**src/rtl/nsf_pkg.sv**
```systemverilog
// nsf_pkg: shared types, character codes and decode functions of the nmea sentence framer
// no dependencies; used by nsf_cfg, nsf_core and nmea_sentence_framer
package nsf_pkg;

  localparam int unsigned MAX_NAME_LEN = 7;
  localparam int unsigned NAME_SLOTS   = 7;
  localparam logic [16:0] FRAME_OVERHEAD = 17'd6;
  localparam logic [15:0] COUNT_MAX      = 16'hFFFF;
  localparam logic [15:0] MAX_BUF_RESET  = 16'd256;

  localparam logic [7:0] CH_DOLLAR = 8'h24;
  localparam logic [7:0] CH_BANG   = 8'h21;
  localparam logic [7:0] CH_STAR   = 8'h2A;
  localparam logic [7:0] CH_COMMA  = 8'h2C;
  localparam logic [7:0] CH_CR     = 8'h0D;
  localparam logic [7:0] CH_LF     = 8'h0A;
  localparam logic [7:0] CASE_MASK = 8'hDF;

  typedef enum logic [2:0] {
    ST_GOOD      = 3'd0,
    ST_BAD_SUM   = 3'd1,
    ST_BAD_NAME  = 3'd2,
    ST_NAME_LONG = 3'd3,
    ST_TOO_LONG  = 3'd4,
    ST_BAD_HEX   = 3'd5
  } status_t;

  typedef enum logic {
    REG_MAX_BUFFER_BYTES    = 1'b0,
    REG_ACCEPT_BAD_CHECKSUM = 1'b1
  } reg_index_t;

  typedef struct packed {
    logic [15:0] max_buffer_bytes;
    logic        accept_bad_checksum;
  } cfg_t;

  function automatic logic is_preamble(input logic [7:0] b);
    return (b == CH_DOLLAR) || (b == CH_BANG);
  endfunction

  function automatic logic is_name_char(input logic [7:0] b);
    logic [7:0] up;
    up = b & CASE_MASK;
    return ((up >= 8'h41) && (up <= 8'h5A)) || ((b >= 8'h30) && (b <= 8'h39));
  endfunction

  // bit 4 set when the byte is a hex digit, low nibble its value
  function automatic logic [4:0] hex_decode(input logic [7:0] b);
    logic [7:0] v;
    v = 8'h00;
    if ((b >= 8'h30) && (b <= 8'h39)) begin
      v = b - 8'h30;
      return {1'b1, v[3:0]};
    end else if ((b >= 8'h41) && (b <= 8'h46)) begin
      v = b - 8'h37;
      return {1'b1, v[3:0]};
    end else if ((b >= 8'h61) && (b <= 8'h66)) begin
      v = b - 8'h57;
      return {1'b1, v[3:0]};
    end
    return 5'b0;
  endfunction

endpackage

```
**src/rtl/nsf_byte_if.sv**
```systemverilog
// nsf_byte_if: valid/ready channel carrying one received byte per item
// depends on nothing
interface nsf_byte_if;
  logic       valid;
  logic       ready;
  logic [7:0] rx_byte;

  modport source (output valid, output rx_byte, input ready);
  modport sink (input valid, input rx_byte, output ready);
endinterface

```
**src/rtl/nsf_result_if.sv**
```systemverilog
// nsf_result_if: valid/ready channel carrying one sentence verdict per item
// depends on nothing
interface nsf_result_if;
  logic        valid;
  logic        ready;
  logic [2:0]  status;
  logic [15:0] sentence_bytes;
  logic [7:0]  computed_sum;
  logic [7:0]  received_sum;
  logic [2:0]  name_count;
  logic [55:0] name_chars;

  modport source (output valid, output status, output sentence_bytes, output computed_sum,
                  output received_sum, output name_count, output name_chars, input ready);
  modport sink (input valid, input status, input sentence_bytes, input computed_sum,
                input received_sum, input name_count, input name_chars, output ready);
endinterface

```
**src/rtl/nsf_cfg.sv**
```systemverilog
// nsf_cfg: configuration register file, written through the plain write port
// depends on nsf_pkg
module nsf_cfg (
  input  logic          clk,
  input  logic          rst_n,
  input  logic          cfg_we,
  input  logic          cfg_index,
  input  logic [15:0]   cfg_wdata,
  output nsf_pkg::cfg_t cfg
);

  nsf_pkg::cfg_t cfg_r;

  always_ff @(posedge clk) begin
    if (!rst_n) begin
      cfg_r.max_buffer_bytes    <= nsf_pkg::MAX_BUF_RESET;
      cfg_r.accept_bad_checksum <= 1'b0;
    end else if (cfg_we) begin
      case (nsf_pkg::reg_index_t'(cfg_index))
        nsf_pkg::REG_MAX_BUFFER_BYTES:    cfg_r.max_buffer_bytes <= cfg_wdata;
        nsf_pkg::REG_ACCEPT_BAD_CHECKSUM: cfg_r.accept_bad_checksum <= cfg_wdata[0];
        default: ;
      endcase
    end
  end

  assign cfg = cfg_r;

endmodule

```
**src/rtl/nsf_core.sv**
```systemverilog
// nsf_core: per-byte framing state machine with registered result stage
// depends on nsf_pkg, nsf_byte_if and nsf_result_if
module nsf_core (
  input  logic          clk,
  input  logic          rst_n,
  input  nsf_pkg::cfg_t cfg,
  nsf_byte_if.sink      in_ch,
  nsf_result_if.source  out_ch
);

  typedef enum logic [2:0] {
    PH_IDLE    = 3'd0,
    PH_NAME    = 3'd1,
    PH_BODY    = 3'd2,
    PH_HEX1    = 3'd3,
    PH_HEX2    = 3'd4,
    PH_TERM    = 3'd5,
    PH_WAIT_LF = 3'd6,
    PH_WAIT_CR = 3'd7
  } phase_t;

  phase_t      phase_r, phase_nxt;
  logic [7:0]  sum_r, sum_nxt;
  logic [15:0] cnt_r, cnt_nxt;
  logic [55:0] name_r, name_nxt;
  logic [3:0]  len_r, len_nxt;
  logic [7:0]  digit_r, digit_nxt;

  logic        out_valid_r;
  logic [2:0]  st_r;
  logic [15:0] o_cnt_r;
  logic [7:0]  o_sum_r;
  logic [7:0]  o_digit_r;
  logic [2:0]  o_len_r;
  logic [55:0] o_name_r;

  logic        in_fire;
  logic [7:0]  b;
  logic [15:0] cnt_inc;
  logic [4:0]  hex;
  logic        emit;
  logic        restart;
  nsf_pkg::status_t st;
  logic        sum_ok;
  phase_t      phase_mid;
  logic [7:0]  sum_mid;
  logic [15:0] cnt_mid;
  logic [55:0] name_mid;
  logic [3:0]  len_mid;
  logic [7:0]  digit_mid;

  assign in_ch.ready = !out_valid_r || out_ch.ready;
  assign in_fire     = in_ch.valid && in_ch.ready;
  assign b           = in_ch.rx_byte;
  assign cnt_inc     = (cnt_r != nsf_pkg::COUNT_MAX) ? cnt_r + 16'd1 : cnt_r;
  assign hex         = nsf_pkg::hex_decode(b);
  assign sum_ok      = (digit_r == sum_r) || cfg.accept_bad_checksum;

  always_comb begin
    phase_mid = phase_r;
    sum_mid   = sum_r;
    cnt_mid   = cnt_r;
    name_mid  = name_r;
    len_mid   = len_r;
    digit_mid = digit_r;
    emit      = 1'b0;
    restart   = 1'b0;
    st        = nsf_pkg::ST_GOOD;
    case (phase_r)
      PH_NAME: begin
        cnt_mid = cnt_inc;
        sum_mid = sum_r ^ b;
        if ((b != nsf_pkg::CH_COMMA) || (len_r == 4'd0)) begin
          if (!nsf_pkg::is_name_char(b)) begin
            emit    = 1'b1;
            restart = 1'b1;
            st      = nsf_pkg::ST_BAD_NAME;
          end else if (len_r >= 4'(nsf_pkg::MAX_NAME_LEN)) begin
            emit    = 1'b1;
            restart = 1'b1;
            st      = nsf_pkg::ST_NAME_LONG;
          end else begin
            if (len_r < 4'(nsf_pkg::NAME_SLOTS)) begin
              name_mid = name_r | ({48'b0, b} << {len_r[2:0], 3'b000});
            end
            len_mid = len_r + 4'd1;
          end
        end else begin
          phase_mid = PH_BODY;
        end
      end
      PH_BODY: begin
        cnt_mid = cnt_inc;
        if (b == nsf_pkg::CH_STAR) begin
          phase_mid = PH_HEX1;
        end else begin
          sum_mid = sum_r ^ b;
          if (({1'b0, cnt_inc} + nsf_pkg::FRAME_OVERHEAD) > {1'b0, cfg.max_buffer_bytes}) begin
            emit    = 1'b1;
            restart = 1'b1;
            st      = nsf_pkg::ST_TOO_LONG;
          end
        end
      end
      PH_HEX1, PH_HEX2: begin
        cnt_mid = cnt_inc;
        if (!hex[4]) begin
          emit    = 1'b1;
          restart = 1'b1;
          st      = nsf_pkg::ST_BAD_HEX;
        end else if (phase_r == PH_HEX1) begin
          digit_mid = {hex[3:0], 4'h0};
          phase_mid = PH_HEX2;
        end else begin
          digit_mid = digit_r | {4'h0, hex[3:0]};
          phase_mid = PH_TERM;
        end
      end
      PH_TERM: begin
        if (b == nsf_pkg::CH_CR) begin
          phase_mid = PH_WAIT_LF;
        end else if (b == nsf_pkg::CH_LF) begin
          phase_mid = PH_WAIT_CR;
        end else begin
          emit    = 1'b1;
          restart = 1'b1;
          st      = sum_ok ? nsf_pkg::ST_GOOD : nsf_pkg::ST_BAD_SUM;
        end
      end
      PH_WAIT_LF, PH_WAIT_CR: begin
        emit = 1'b1;
        st   = sum_ok ? nsf_pkg::ST_GOOD : nsf_pkg::ST_BAD_SUM;
        if (((phase_r == PH_WAIT_LF) && (b == nsf_pkg::CH_LF)) ||
            ((phase_r == PH_WAIT_CR) && (b == nsf_pkg::CH_CR))) begin
          phase_mid = PH_IDLE;
        end else begin
          restart = 1'b1;
        end
      end
      default: begin
        restart = 1'b1;
      end
    endcase
  end

  // a byte that aborts or ends a sentence, or arrives while idle, is checked again as a preamble
  always_comb begin
    phase_nxt = phase_mid;
    sum_nxt   = sum_mid;
    cnt_nxt   = cnt_mid;
    name_nxt  = name_mid;
    len_nxt   = len_mid;
    digit_nxt = digit_mid;
    if (restart) begin
      if (nsf_pkg::is_preamble(b)) begin
        phase_nxt = PH_NAME;
        cnt_nxt   = 16'd1;
        sum_nxt   = 8'h00;
        name_nxt  = 56'b0;
        len_nxt   = 4'd0;
        digit_nxt = 8'h00;
      end else begin
        phase_nxt = PH_IDLE;
      end
    end
  end

  always_ff @(posedge clk) begin
    if (!rst_n) begin
      phase_r     <= PH_IDLE;
      sum_r       <= 8'h00;
      cnt_r       <= 16'd0;
      name_r      <= 56'b0;
      len_r       <= 4'd0;
      digit_r     <= 8'h00;
      out_valid_r <= 1'b0;
    end else begin
      if (in_fire) begin
        phase_r <= phase_nxt;
        sum_r   <= sum_nxt;
        cnt_r   <= cnt_nxt;
        name_r  <= name_nxt;
        len_r   <= len_nxt;
        digit_r <= digit_nxt;
      end
      if (in_fire && emit) begin
        out_valid_r <= 1'b1;
      end else if (out_ch.ready) begin
        out_valid_r <= 1'b0;
      end
    end
    if (in_fire && emit) begin
      st_r      <= st;
      o_cnt_r   <= cnt_mid;
      o_sum_r   <= sum_mid;
      o_digit_r <= digit_mid;
      o_len_r   <= len_mid[2:0];
      o_name_r  <= name_mid;
    end
  end

  assign out_ch.valid          = out_valid_r;
  assign out_ch.status         = st_r;
  assign out_ch.sentence_bytes = o_cnt_r;
  assign out_ch.computed_sum   = o_sum_r;
  assign out_ch.received_sum   = o_digit_r;
  assign out_ch.name_count     = o_len_r;
  assign out_ch.name_chars     = o_name_r;

`ifndef SYNTHESIS
  a_count_live: assert property (@(posedge clk) disable iff (!rst_n)
    (phase_r != PH_IDLE) |-> (cnt_r != 16'd0))
    else $error("sentence in progress with zero byte count");

  a_name_len: assert property (@(posedge clk) disable iff (!rst_n)
    len_r <= 4'(nsf_pkg::MAX_NAME_LEN))
    else $error("name length beyond limit");

  a_hex_low: assert property (@(posedge clk) disable iff (!rst_n)
    (phase_r == PH_HEX2) |-> (digit_r[3:0] == 4'h0))
    else $error("low checksum nibble set before second digit");

  a_stall_only_full: assert property (@(posedge clk) disable iff (!rst_n)
    !in_ch.ready |-> out_valid_r)
    else $error("input stalled with empty result stage");

  a_emit_not_idle: assert property (@(posedge clk) disable iff (!rst_n)
    $rose(out_valid_r) |-> ($past(phase_r) != PH_IDLE))
    else $error("result produced from idle phase");
`endif

endmodule

```
**src/rtl/nmea_sentence_framer.sv**
```systemverilog
// nmea_sentence_framer: top level of the nmea sentence framer
// depends on nsf_pkg, nsf_byte_if, nsf_result_if, nsf_cfg and nsf_core
//
//   channel   dir  handshake          payload
//   in_ch     in   valid/ready        rx_byte
//   out_ch    out  valid/ready        status, sentence_bytes, sums, name_count, name_chars
//   cfg_*     in   cfg_we             cfg_index, cfg_wdata
//
// one byte per cycle unless the input is stalled; the framing state updates in the cycle a byte is taken
// a result appears in the result register in the cycle after the byte that causes it is taken
// input stalls only while the result register is full and out_ch.ready is low
// synchronous active-low reset: idle phase, empty result stage, config defaults
module nmea_sentence_framer (
  input  logic         clk,
  input  logic         rst_n,
  nsf_byte_if.sink     in_ch,
  nsf_result_if.source out_ch,
  input  logic         cfg_we,
  input  logic         cfg_index,
  input  logic [15:0]  cfg_wdata
);

  nsf_pkg::cfg_t cfg;

  nsf_cfg u_cfg (
    .clk       (clk),
    .rst_n     (rst_n),
    .cfg_we    (cfg_we),
    .cfg_index (cfg_index),
    .cfg_wdata (cfg_wdata),
    .cfg       (cfg)
  );

  nsf_core u_core (
    .clk    (clk),
    .rst_n  (rst_n),
    .cfg    (cfg),
    .in_ch  (in_ch),
    .out_ch (out_ch)
  );

endmodule

```
**src/flat_wrapper.sv**
```systemverilog
// flat-port wrapper written by rule: the top's interface ports become plain ports
module nmea_sentence_framer_flat 
  (clk, rst_n, cfg_we, cfg_index, cfg_wdata, in_ch_valid, in_ch_rx_byte, in_ch_ready, out_ch_valid, out_ch_status, out_ch_sentence_bytes, out_ch_computed_sum, out_ch_received_sum, out_ch_name_count, out_ch_name_chars, out_ch_ready);
  nsf_byte_if in_ch_i ();
  nsf_result_if out_ch_i ();
  input  logic clk;
  input  logic rst_n;
  input  logic cfg_we;
  input  logic cfg_index;
  input  logic [15:0] cfg_wdata;
  input wire logic [$bits(in_ch_i.valid)-1:0] in_ch_valid;
  input wire logic [$bits(in_ch_i.rx_byte)-1:0] in_ch_rx_byte;
  output wire logic [$bits(in_ch_i.ready)-1:0] in_ch_ready;
  output wire logic [$bits(out_ch_i.valid)-1:0] out_ch_valid;
  output wire logic [$bits(out_ch_i.status)-1:0] out_ch_status;
  output wire logic [$bits(out_ch_i.sentence_bytes)-1:0] out_ch_sentence_bytes;
  output wire logic [$bits(out_ch_i.computed_sum)-1:0] out_ch_computed_sum;
  output wire logic [$bits(out_ch_i.received_sum)-1:0] out_ch_received_sum;
  output wire logic [$bits(out_ch_i.name_count)-1:0] out_ch_name_count;
  output wire logic [$bits(out_ch_i.name_chars)-1:0] out_ch_name_chars;
  input wire logic [$bits(out_ch_i.ready)-1:0] out_ch_ready;
  assign in_ch_i.valid = in_ch_valid;
  assign in_ch_i.rx_byte = in_ch_rx_byte;
  assign in_ch_ready = in_ch_i.ready;
  assign out_ch_valid = out_ch_i.valid;
  assign out_ch_status = out_ch_i.status;
  assign out_ch_sentence_bytes = out_ch_i.sentence_bytes;
  assign out_ch_computed_sum = out_ch_i.computed_sum;
  assign out_ch_received_sum = out_ch_i.received_sum;
  assign out_ch_name_count = out_ch_i.name_count;
  assign out_ch_name_chars = out_ch_i.name_chars;
  assign out_ch_i.ready = out_ch_ready;
  nmea_sentence_framer u_core (.clk(clk), .rst_n(rst_n), .in_ch(in_ch_i), .out_ch(out_ch_i), .cfg_we(cfg_we), .cfg_index(cfg_index), .cfg_wdata(cfg_wdata));
endmodule
```
**config.mk**
```make
export PLATFORM = sky130hd
export DESIGN_NAME = nmea_sentence_framer_flat
export DESIGN_NICKNAME = d
export VERILOG_FILES = /design/src/rtl/nsf_pkg.sv /design/src/rtl/nsf_byte_if.sv /design/src/rtl/nsf_result_if.sv /design/src/rtl/nsf_cfg.sv /design/src/rtl/nsf_core.sv /design/src/rtl/nmea_sentence_framer.sv /design/src/flat_wrapper.sv
export SDC_FILE = /design/constraint.sdc
export NUM_CORES = 1
export LEC_CHECK = 0
export BUFFER_PORTS_ARGS = -buffer_cell sky130_fd_sc_hd__buf_2
export CAP_MARGIN = 0
export CORE_ASPECT_RATIO = 2
export CORE_UTILIZATION = 35
export CTS_CLUSTER_DIAMETER = 40
export DETAILED_ROUTE_END_ITERATION = 6
export PLACE_DENSITY = 0.56
export REMOVE_ABC_BUFFERS = 1
export SETUP_SLACK_MARGIN = 0.4
export SYNTH_ARGS = -nofsm -noshare
export SYNTH_HDL_FRONTEND = slang
export SYNTH_HIERARCHICAL = 1
export SYNTH_SLANG_ARGS = --single-unit
```
**constraint.sdc**
```tcl
create_clock -name clk -period 10.3 [get_ports clk]
set_input_delay 2.06 -clock clk [delete_from_list [all_inputs] [get_ports clk]]
set_output_delay 2.06 -clock clk [all_outputs]
set_load 0.05 [all_outputs]
```
==> impl_metrics.toml, run 1 <==
[drt]
route.detailed.drc = 0
post_drt_wl_per_cell_um = 17.4
postRouteAntennaNets = 0
vias = 7219
routed_wl_um = 24800
drt_pass1_iterations = 5
vias_per_cell = 5.06
drtIter0Drc = 465

[setup_path]
cp_common_cell = "nor4_1"
reg2reg_depth = 17
cp_max_fo = 34
slowest_stage = "nor4_1"
rr_endpoint = "u_core/u_core/cnt_r[0]$_SDFFE_PN0P_"
ff2ff_setup_slack_ns = 4.46
critPathCaptureType = "register"
path_buf_inv = 1
worstSetupStartpointType = "register"
timing.rr.start = "u_core/u_core/cnt_r[0]$_SDFFE_PN0P_"
worstPathRequired_ns = 10.70
worstSetupPathType = "reg -> reg"
cp_top_family = "simple AND/OR/NAND/NOR gates"
crit_chain = "ha_1 > nand3_1 > nor4_1 > o21ai_0 > nor4_1 > nand2_1 > xnor2_1 > ha_1 > nand2_1 > nor4_1 > a211o_1 > nor3_1 > or4_4 > o31ai_4 > buf_4 > o21ai_0 > o211a_1"
slowest_delay_ns = 0.77
arrival_ns = 6.24

[floorplan]
die_h_um = 237
core_um2 = 27000
start_util_pct = 35.8
io_pins = 126
die_area_um2 = 28300
rows = 85
die_w_um = 120

[layout]
fillers = 2642
instances_no_fill = 1428
drive_above_1_share_pct = 18.5
area_growth_pct = 16.4
nets = 1118

[placement]
port_buffers = 125
place_congestion = 0.976
post-dp-hpwl_um = 17300
place_inst = 1386

[synth]
synthTopCellsByArea = "edfxtp_1 (29%), dfxtp_1 (23%), nand2_1 (4.5%), a21o_1 (4.0%), nor2_1 (3.3%)"
synth_top_area_share_pct = 29.2
synth_common_cells = "nand2_1 (115), dfxtp_1 (113), edfxtp_1 (94), nor2_1 (84), a21oi_1 (59)"
synth_area_leader_cell = "edfxtp_1"
syn_area_um2 = 9670
synth_most_common_cell = "nand2_1"
async_reset_ff_share_pct = 0
avgSynthCellArea_um2 = 9.95
synth-main-ff-cell = "dfxtp_1"
synth_edf_count = 94
yosys_warnings = 6
ys_seq_area_share_pct = 52.6
ys_ff_latch = 207
ys_types = 67
synthCells = 972

[cts]
htreeDepth = 1
post_cts_resized = 0
cts_tree = "built"
clk_latency_ns = 0.52
cts_root_buf = "clkbuf_16"
clock_sinks = 207
clock_path_buffers = 3
cts_made_buffers = 23
post_cts_buffers = 0
ctsHoldBuffers = 0
path_clk_slew_ns = 0.06

[sta]
slew_headroom_pct = 19.4
clock_skew_ns = 0.0148
fin_crit_sh_pct = 56.7
fmax_mhz = 171
hold_violations = 0
tightest_slew_ns = 1.20
min_period_ns = 5.84
rsz0062_at_grt = "false"
setup_viol = 0
setup-tns-final_ns = 0
slew_violations = 0

[global_routing]
grt_max_degree = 71
grt_pass1_vias = 7081
gr-total-overflow = 0
antenna_found_initial = 0
grt_pass1_wl_um = 38800
grt_usage_pct = 17.7

[worst_hold_path]
min-delay-start = "u_core/u_core/name_r[7]$_SDFFE_PN0P_"
min_path_cells = 2
worstHoldEndpoint = "u_core/u_core/name_r[7]$_SDFFE_PN0P_"
holdCritPathClass = "reg -> reg"

[power_and_ir_drop]
power_leakage_nw = 4.59
p_per_area_nw_per_um2 = 155
ir_drop_v = 0.000106
total_power_w = 0.00175

[status]
status = "finished clean"

[run]
cap_violations = 0
## area by class of cell
type	count	area, µm²	area share, %
clock buffers	27	601	5.34
inverters	37	139	1.23
well taps	348	435	3.87
multi-input cells	655	4100	36.4
clock inverters	14	164	1.46
repair buffers	139	731	6.49
diodes	1	2.50	0.0222
flip-flops and latches	207	5080	45.2
## power breakdown
group,internal (W),switching (W)
Sequential,0.000855,0.00000197
Combinational,0.0000189,0.0000437
Clock,0.000479,0.000352
## worst min-delay path, stage by stage, from the launching register on
cell and delay (ns):
dfxtp_1 0.31, inv_1 0.04, nor2_1 0.03
## registers in the layout (all words and copies together) (netlist names), 4 cells and up
register / count
u_core/u_cfg/cfg: 17
u_core/u_core/cnt_r: 16
u_core/u_core/digit_r: 8
u_core/u_core/len_r: 4
u_core/u_core/name_r: 56
u_core/u_core/out_ch.computed_sum: 8
u_core/u_core/out_ch.name_chars: 56
u_core/u_core/out_ch.received_sum: 8
u_core/u_core/out_ch.sentence_bytes: 16
u_core/u_core/sum_r: 8
## per-stage QoR
stage                     setup WS (ns)  cell area (µm²)  util, %  hold slack, ns
after global placement             4.67            10500     38.8           0.414
after global routing               3.99            11300     41.6           0.442
final                              4.46            11300     41.7           0.422
after floorplan                    2.30             9310        -           0.405
after CTS                          4.57            11300     41.6           0.424
after detailed placement           4.60            10500     38.8           0.414
## cell usage in the layout, fill, tap and decap left out, drive strengths merged, types with 24 or more instances in the layout
cell    instances
a21oi          60
ha             25
buf           139
nand2         116
edfxtp         94
a21boi         35
o21ai          35
mux2i          24
nand3          49
clkbuf         27
xnor2          25
dfxtp         113
inv            43
a21o           51
nor2           85
## logic make-up (layout without fill, tap and decap cells)
group / Yosys count / in the layout / share of synthesized area (%)
AOI/OAI and AO/OA: 224 / 224 / 15.5
xor gates and xnor gates: 43 / 43 / 3.89
adders and majority gates: 25 / 25 / 3.23
buffers and inverters: 110 / 217 / 5.20
DFF: 207 / 207 / 52.6
muxes: 30 / 30 / 3.18
other: 0 / 1 / 0
and+or+nand+nor: 333 / 333 / 16.4
## layer usage
metal  up-vias  track usage, %  part of all wire [%]
met4         0            9.96                   5.1
met3        68            2.10                   3.5
li1       3604               -                     -
met2       210            33.9                    55
met5         -               0                     0
met1      3337            18.1                    36
## worst max-delay path by stage
stage	from	endpoint	slack (ns)	cells past startpoint
CTS	u_core/u_core/cnt_r[0]$_SDFFE_PN0P_	u_core/u_core/cnt_r[0]$_SDFFE_PN0P_	4.57	21
detailed placement	in_ch_rx_byte[0]	u_core/u_core/out_ch.sentence_bytes[3]$_DFFE_PP_	4.60	10
global placement	in_ch_rx_byte[0]	u_core/u_core/out_ch.sentence_bytes[1]$_DFFE_PP_	4.67	10
finish	u_core/u_core/cnt_r[0]$_SDFFE_PN0P_	u_core/u_core/cnt_r[0]$_SDFFE_PN0P_	4.46	17
floorplan	in_ch_rx_byte[0]	u_core/u_core/out_ch.computed_sum[0]$_DFFE_PP_	2.30	8
global route	u_core/u_core/cnt_r[0]$_SDFFE_PN0P_	u_core/u_core/cnt_r[4]$_SDFFE_PN0P_	3.99	21
No activity file was read; power rests on OpenSTA's default activity.
==> inputs of run 2 (changes only) <==
--- a/config.mk
+++ b/config.mk
@@ -5,6 +5,7 @@
 export SDC_FILE = /design/constraint.sdc
 export NUM_CORES = 1
 export LEC_CHECK = 0
+export ABC_AREA = 1
 export BUFFER_PORTS_ARGS = -buffer_cell sky130_fd_sc_hd__buf_2
 export CAP_MARGIN = 0
 export CORE_ASPECT_RATIO = 2
==> constraint.sdc (replaced) <==
create_clock -name clk -period 5.95 [get_ports clk]
set_input_delay 1.19 -clock clk [delete_from_list [all_inputs] [get_ports clk]]
set_output_delay 1.19 -clock clk [all_outputs]
set_load 0.05 [all_outputs]
==> run 2 against run 1 <==
Setup slack worse by 3.5 ns. Flip-flop and latch count unchanged. Core utilization down 0.27 points. Synthesized cell count up 31%. Clock-buffer cell count up 1. First-iteration DRC count down 21%. Synthesized area up 6.2%. Critical path depth up 13. Total power up 130%. Maximum frequency up 17%. Register-to-register slack worse by 3.5 ns. Largest power group unchanged. Highest routed layer unchanged.
==> impl_metrics.toml, run 2 <==
[status]
status = "finished clean"

[setup_path]
cp_top_family = "simple AND/OR/NAND/NOR gates"
reg2reg_depth = 30
arrival_ns = 5.20
timing.rr.start = "u_core/u_core/cnt_r[1]$_SDFFE_PN0P_"
cp_max_fo = 25
path_buf_inv = 5
crit_path_start = "u_core/u_core/cnt_r[1]$_SDFFE_PN0P_"
critPathCaptureType = "register"
worstPathRequired_ns = 6.15
slowest_stage = "dfxtp_1"
cp_common_cell = "nand2_1"
worstSetupStartpointType = "register"
worstSetupPathType = "reg -> reg"
slowest_delay_ns = 0.43
path_depth = 30

[global_routing]
antenna_found_initial = 0
grt_pass1_vias = 8231
gr-total-overflow = 0
grt_max_degree = 89
grt_pass1_wl_um = 42600
grt_usage_pct = 18.4

[floorplan]
die_h_um = 244
rows = 88
core_um2 = 28800
die_w_um = 123
io_pins = 126
start_util_pct = 35.6
die_area_um2 = 30100

[cts]
post_cts_resized = 0
clk_latency_ns = 0.53
htreeDepth = 1
clock_sinks = 207
ctsHoldBuffers = 0
path_clk_slew_ns = 0.06
post_cts_buffers = 0
clock_path_buffers = 3
cts_root_buf = "clkbuf_16"
cts_made_buffers = 24
cts_tree = "built"

[synth]
avgSynthCellArea_um2 = 8.09
synth-main-ff-cell = "dfxtp_1"
ys_types = 46
syn_area_um2 = 10300
synth_edf_count = 94
ys_seq_area_share_pct = 49.5
synth_area_leader_cell = "edfxtp_1"
yosys_warnings = 6
synthTopCellsByArea = "edfxtp_1 (27%), dfxtp_1 (22%), nand2_1 (9.4%), inv_1 (7.2%), nor2_1 (6.0%)"
synth_most_common_cell = "nand2_1"
synth_common_cells = "nand2_1 (258), inv_1 (197), nor2_1 (165), dfxtp_1 (113), edfxtp_1 (94)"
async_reset_ff_share_pct = 0
synthCells = 1269
synth_top_area_share_pct = 27.5
ys_ff_latch = 207

[sta]
slew_violations = 0
hold_violations = 0
min_period_ns = 5.00
slew_headroom_pct = 26.5
setup_viol = 0
tightest_slew_ns = 1.10
fmax_mhz = 200
fin_crit_sh_pct = 84.0
worst_hold_slack_ns = 0.432
clock_skew_ns = 0.0156
rsz0062_at_grt = "false"

[power_and_ir_drop]
power_leakage_nw = 5.52
p_seq_share_pct = 41.4
power_switching_w = 0.00133
p_per_area_nw_per_um2 = 339
comb_power_share_pct = 21.0
intPower_w = 0.00271
pwr-share-clk_pct = 37.6
ir_drop_v = 0.000197
power.share.switching_pct = 33.0
total_power_w = 0.00404

[drt]
post_drt_wl_per_cell_um = 15.5
route.detailed.drc = 0
vias_per_cell = 4.85
drt_pass1_iterations = 5
postRouteAntennaNets = 0
vias = 8497
drtIter0Drc = 367
routed_wl_um = 27200

[placement]
place_inst = 1708
place_congestion = 0.868
port_buffers = 125
post-dp-hpwl_um = 19700
placed_area_um2 = 11100

[layout]
post-route-cell-area_um2 = 11900
drive_above_1_share_pct = 16.7
final_common_cell = "nand2_1"
n_antenna_cell = 0
layout_common_cells = "nand2_1 (257), inv_1 (196), nor2_1 (165), buf_2 (125), dfxtp_1 (113)"
nets = 1429
area_growth_pct = 16.3
instances_no_fill = 1752

[worst_hold_path]
holdCritPathClass = "reg -> reg"
min_path_cells = 2
min-delay-start = "u_core/u_core/name_r[7]$_SDFFE_PN0P_"

[run]
cap_violations = 0
run 2: cell types whose count changed in the layout (fill, tap and decap cells not counted), sizes merged, moves of 19 or more:
cell    change
xnor2      -19
o21ai      +44
a21boi     -35
nand3      +28
nand2     +152
a31o       +19
a21o       -50
nor2       +89
inv       +170
mux2i      -23
run 2: worst min-delay path, stage by stage (launching register included):
cell,delay [ns]
dfxtp_1,0.31
inv_1,0.05
nor2_1,0.03
run 2: layer usage:
metal	vias up	share of wire [%]	track usage [%]
li1	4308	-	-
met1	3938	35	18.3
met2	184	57	36.4
met3	67	3.4	1.89
met4	0	4.4	9.32
met5	-	0	0
run 2: kinds of logic after synthesis:
kind of cell               after synthesis  share of synthesized area (%)
xor gates and xnor gates                30                           2.56
adders and majority gates               25                           3.05
DFF                                    207                           49.5
buffers and inverters                  260                           10.5
and+or+nand+nor                        561                           23.6
AOI/OAI and AO/OA                      185                           10.7
muxes                                    1                         0.0975
run 2: path summary, 6_finish.rpt:
kind | slack (ns) | to
hold reg to reg | 0.43 | u_core/u_core/name_r[7]$_SDFFE_PN0P_
setup reg to reg | 0.95 | u_core/u_core/out_ch.name_chars[13]$_DFFE_PP_
hold / removal | 0.43 | u_core/u_core/name_r[7]$_SDFFE_PN0P_
setup / recovery | 0.95 | u_core/u_core/out_ch.name_chars[13]$_DFFE_PP_
run 2: stage by stage:
stage               setup slack, ns  utilization [%]  setup TNS [ns]
floorplan                    -0.161                -          -15.17
global placement               1.06             38.5               0
detailed placement            0.944             38.5               0
CTS                           0.943             41.4               0
global route                  0.421             41.4               0
finish                        0.950             41.4               0
run 2: area by class of cell:
| cell class | instances | area (µm²) |
|---|---|---|
| Clock inverter | 16 | 171 |
| Timing Repair Buffer | 133 | 698 |
| Tap cell | 360 | 450 |
| Clock buffer | 28 | 647 |
| Fill cell | 2977 | 16900 |
| Sequential cell | 207 | 5080 |
| Inverter | 206 | 776 |
| Multi-Input combinational cell | 802 | 4110 |
run 2: power by group through the flow:
stage               logic (W)  clock network [W]  registers [W]
floorplan            0.000368                  0        0.00195
global placement     0.000852                  0        0.00171
detailed placement   0.000854                  0        0.00171
CTS                  0.000857            0.00157        0.00168
global route         0.000925            0.00161        0.00169
finish               0.000847            0.00152        0.00168
==> inputs of run 3 (changes only) <==
==> constraint.sdc (replaced) <==
create_clock -name clk -period 4.8 [get_ports clk]
set_input_delay 0.96 -clock clk [delete_from_list [all_inputs] [get_ports clk]]
set_output_delay 0.96 -clock clk [all_outputs]
set_load 0.05 [all_outputs]
==> run 3 against run 2 <==
Clock-buffer cell count increased by 2. Non-clock buffer count increased by 23. Wire length increased by 2.8%. Combinational power increased by 33%. Design area increased by 3.0%. Register-to-register slack got worse by 0.23 ns. Sequential share of layout area decreased by 1.1 points. Setup slack got worse by 0.23 ns. Clock power increased by 25%. Clock skew increased by 0.0068 ns. Total power increased by 26%. Largest cell class unchanged.
==> impl_metrics.toml, run 3 (same netlist as run 2, synthesis figures left out) <==
[setup_path]
reg2reg_depth = 28
ff2ff_setup_slack_ns = 0.72
critPathCaptureType = "register"
worstSetupStartpointType = "register"
timing.rr.start = "u_core/u_core/cnt_r[14]$_SDFFE_PN0P_"
worstPathRequired_ns = 5.08
worstSetupPathType = "reg -> reg"
cp_max_fo = 15
arrival_ns = 4.36
slowest_delay_ns = 0.36
crit_path_start = "u_core/u_core/cnt_r[14]$_SDFFE_PN0P_"
cp_common_cell = "nand2_2"
rr_endpoint = "u_core/u_core/out_ch.sentence_bytes[2]$_DFFE_PP_"
slowest_stage = "dfxtp_2"

[layout]
post-route-cell-area_um2 = 12300
n_antenna_cell = 0
multi_input_area_um2 = 4180
layout_common_cells = "nand2_1 (251), inv_1 (194), nor2_1 (161), buf_2 (125), dfxtp_1 (106)"
instances_no_fill = 1775
area_growth_pct = 19.7
drive_above_1_share_pct = 19.8
final_common_cell = "nand2_1"
fillers = 2957
nets = 1452
seq_area_um2 = 5100

[sta]
slew_headroom_pct = 27.8
min_period_ns = 4.08
setup_viol = 0
worst_slack_ns = 0.719
tightest_slew_ns = 1.08
fin_crit_sh_pct = 85.0
clock_skew_ns = 0.0223
rsz0062_at_grt = "false"
hold_violations = 0
slew_violations = 0
fmax_mhz = 245

[floorplan]
rows = 88
io_pins = 126
die_w_um = 123
core_um2 = 28800
start_util_pct = 35.6
die_h_um = 244
die_area_um2 = 30100

[status]
status = "finished clean"

[power_and_ir_drop]
total_power_w = 0.00511
intPower_w = 0.00344
comb_power_share_pct = 22.2
p_seq_share_pct = 40.6
ir_drop_v = 0.000257
p_per_area_nw_per_um2 = 415
power_leakage_nw = 5.69
power.share.switching_pct = 32.7
pwr-share-clk_pct = 37.2
power_switching_w = 0.00167

[cts]
htreeDepth = 1
clock_path_buffers = 3
path_clk_slew_ns = 0.06
cts_made_buffers = 24
ctsHoldBuffers = 0
clk_latency_ns = 0.54
cts_root_buf = "clkbuf_16"
cts_tree = "built"
clock_sinks = 207

[placement]
post-place-ws_ns = 0.355
port_buffers = 125
placed_area_um2 = 11300
place_congestion = 0.878
place_inst = 1719
post-dp-hpwl_um = 20500

[drt]
drtIter0Drc = 450
route.detailed.drc = 0
postRouteAntennaNets = 0
drt_pass1_iterations = 5
vias = 8622
post_drt_wl_per_cell_um = 15.8
vias_per_cell = 4.86
routed_wl_um = 28000

[global_routing]
gr-total-overflow = 0
grt_max_degree = 89
grt_pass1_vias = 8398
antenna_found_initial = 0
grt_pass1_wl_um = 43500
grt_usage_pct = 18.9

[worst_hold_path]
min_path_cells = 2
holdCritPathClass = "reg -> reg"
min-delay-start = "u_core/u_core/name_r[31]$_SDFFE_PN0P_"
worstHoldEndpoint = "u_core/u_core/name_r[31]$_SDFFE_PN0P_"

[run]
cap_violations = 0
[run 3: worst max-delay path by stage]
stage	to	slack (ns)	cells after the start
after floorplan	u_core/u_core/out_ch.computed_sum[0]$_DFFE_PP_	-1.08	6
after global placement	u_core/u_core/out_ch.name_chars[50]$_DFFE_PP_	0.42	33
after detailed placement	u_core/u_core/out_ch.name_chars[2]$_DFFE_PP_	0.35	33
after CTS	u_core/u_core/out_ch.name_chars[43]$_DFFE_PP_	0.41	33
after global routing	u_core/u_core/out_ch.sentence_bytes[2]$_DFFE_PP_	0.38	28
final	u_core/u_core/out_ch.sentence_bytes[2]$_DFFE_PP_	0.72	28
[run 3: stage by stage]
step | hold slack [ns] | TNS, ns | util, %
finish | 0.426 | 0 | 42.6
CTS | 0.427 | 0 | 42.2
global route | 0.440 | 0 | 42.6
global placement | 0.412 | 0 | 39.0
detailed placement | 0.417 | 0 | 39.0
floorplan | 0.405 | -101.67 | -
[run 3: critical path, delay by kind of cell, from the launching register on]
kind | cells | cell delay, ns
DFF | 1 | 0.36
buffers and inverters | 5 | 0.54
AOI/OAI and AO/OA | 1 | 0.15
and+or+nand+nor | 19 | 2.16
adders and majority gates | 2 | 0.47
xor gates and xnor gates | 1 | 0.13
[run 3: repair_timing]
item | 4_1_cts | 5_1_grt
buffers inserted | 4 | 7
cloned | 1 | 0
pin swaps | 0 | 7
endpoints found under the setup margin | 58 | 186
resized for setup | 2 | 31
[run 3: power groups by stage]
stage,registers [W],clock network [W],logic (W)
5_1_grt,0.00209,0.00202,0.00123
4_1_cts,0.00208,0.00195,0.00112
2_1_floorplan,0.00241,0,0.000456
6_report,0.00208,0.00190,0.00113
3_5_place_dp,0.00211,0,0.00109
3_3_place_gp,0.00211,0,0.00109
[run 3: cell type report]
type | count | share of cell area, %
multi-input combinational | 802 | 34.0
timing repair buffer | 156 | 7.80
clock inverter | 14 | 1.60
tap | 360 | 3.66
inverter | 206 | 6.33
sequential | 207 | 41.5
clock buffer | 30 | 5.15
[run 3: layer usage]
| layer | routed length [µm] | GRT usage [%] | part of all wire, % |
|---|---|---|---|
| met2 | 15900 | 37.6 | 57 |
| met3 | 970 | 2.10 | 3.5 |
| met5 | 0 | 0 | 0 |
| met4 | 1350 | 9.74 | 4.8 |
| met1 | 9740 | 18.3 | 35 |
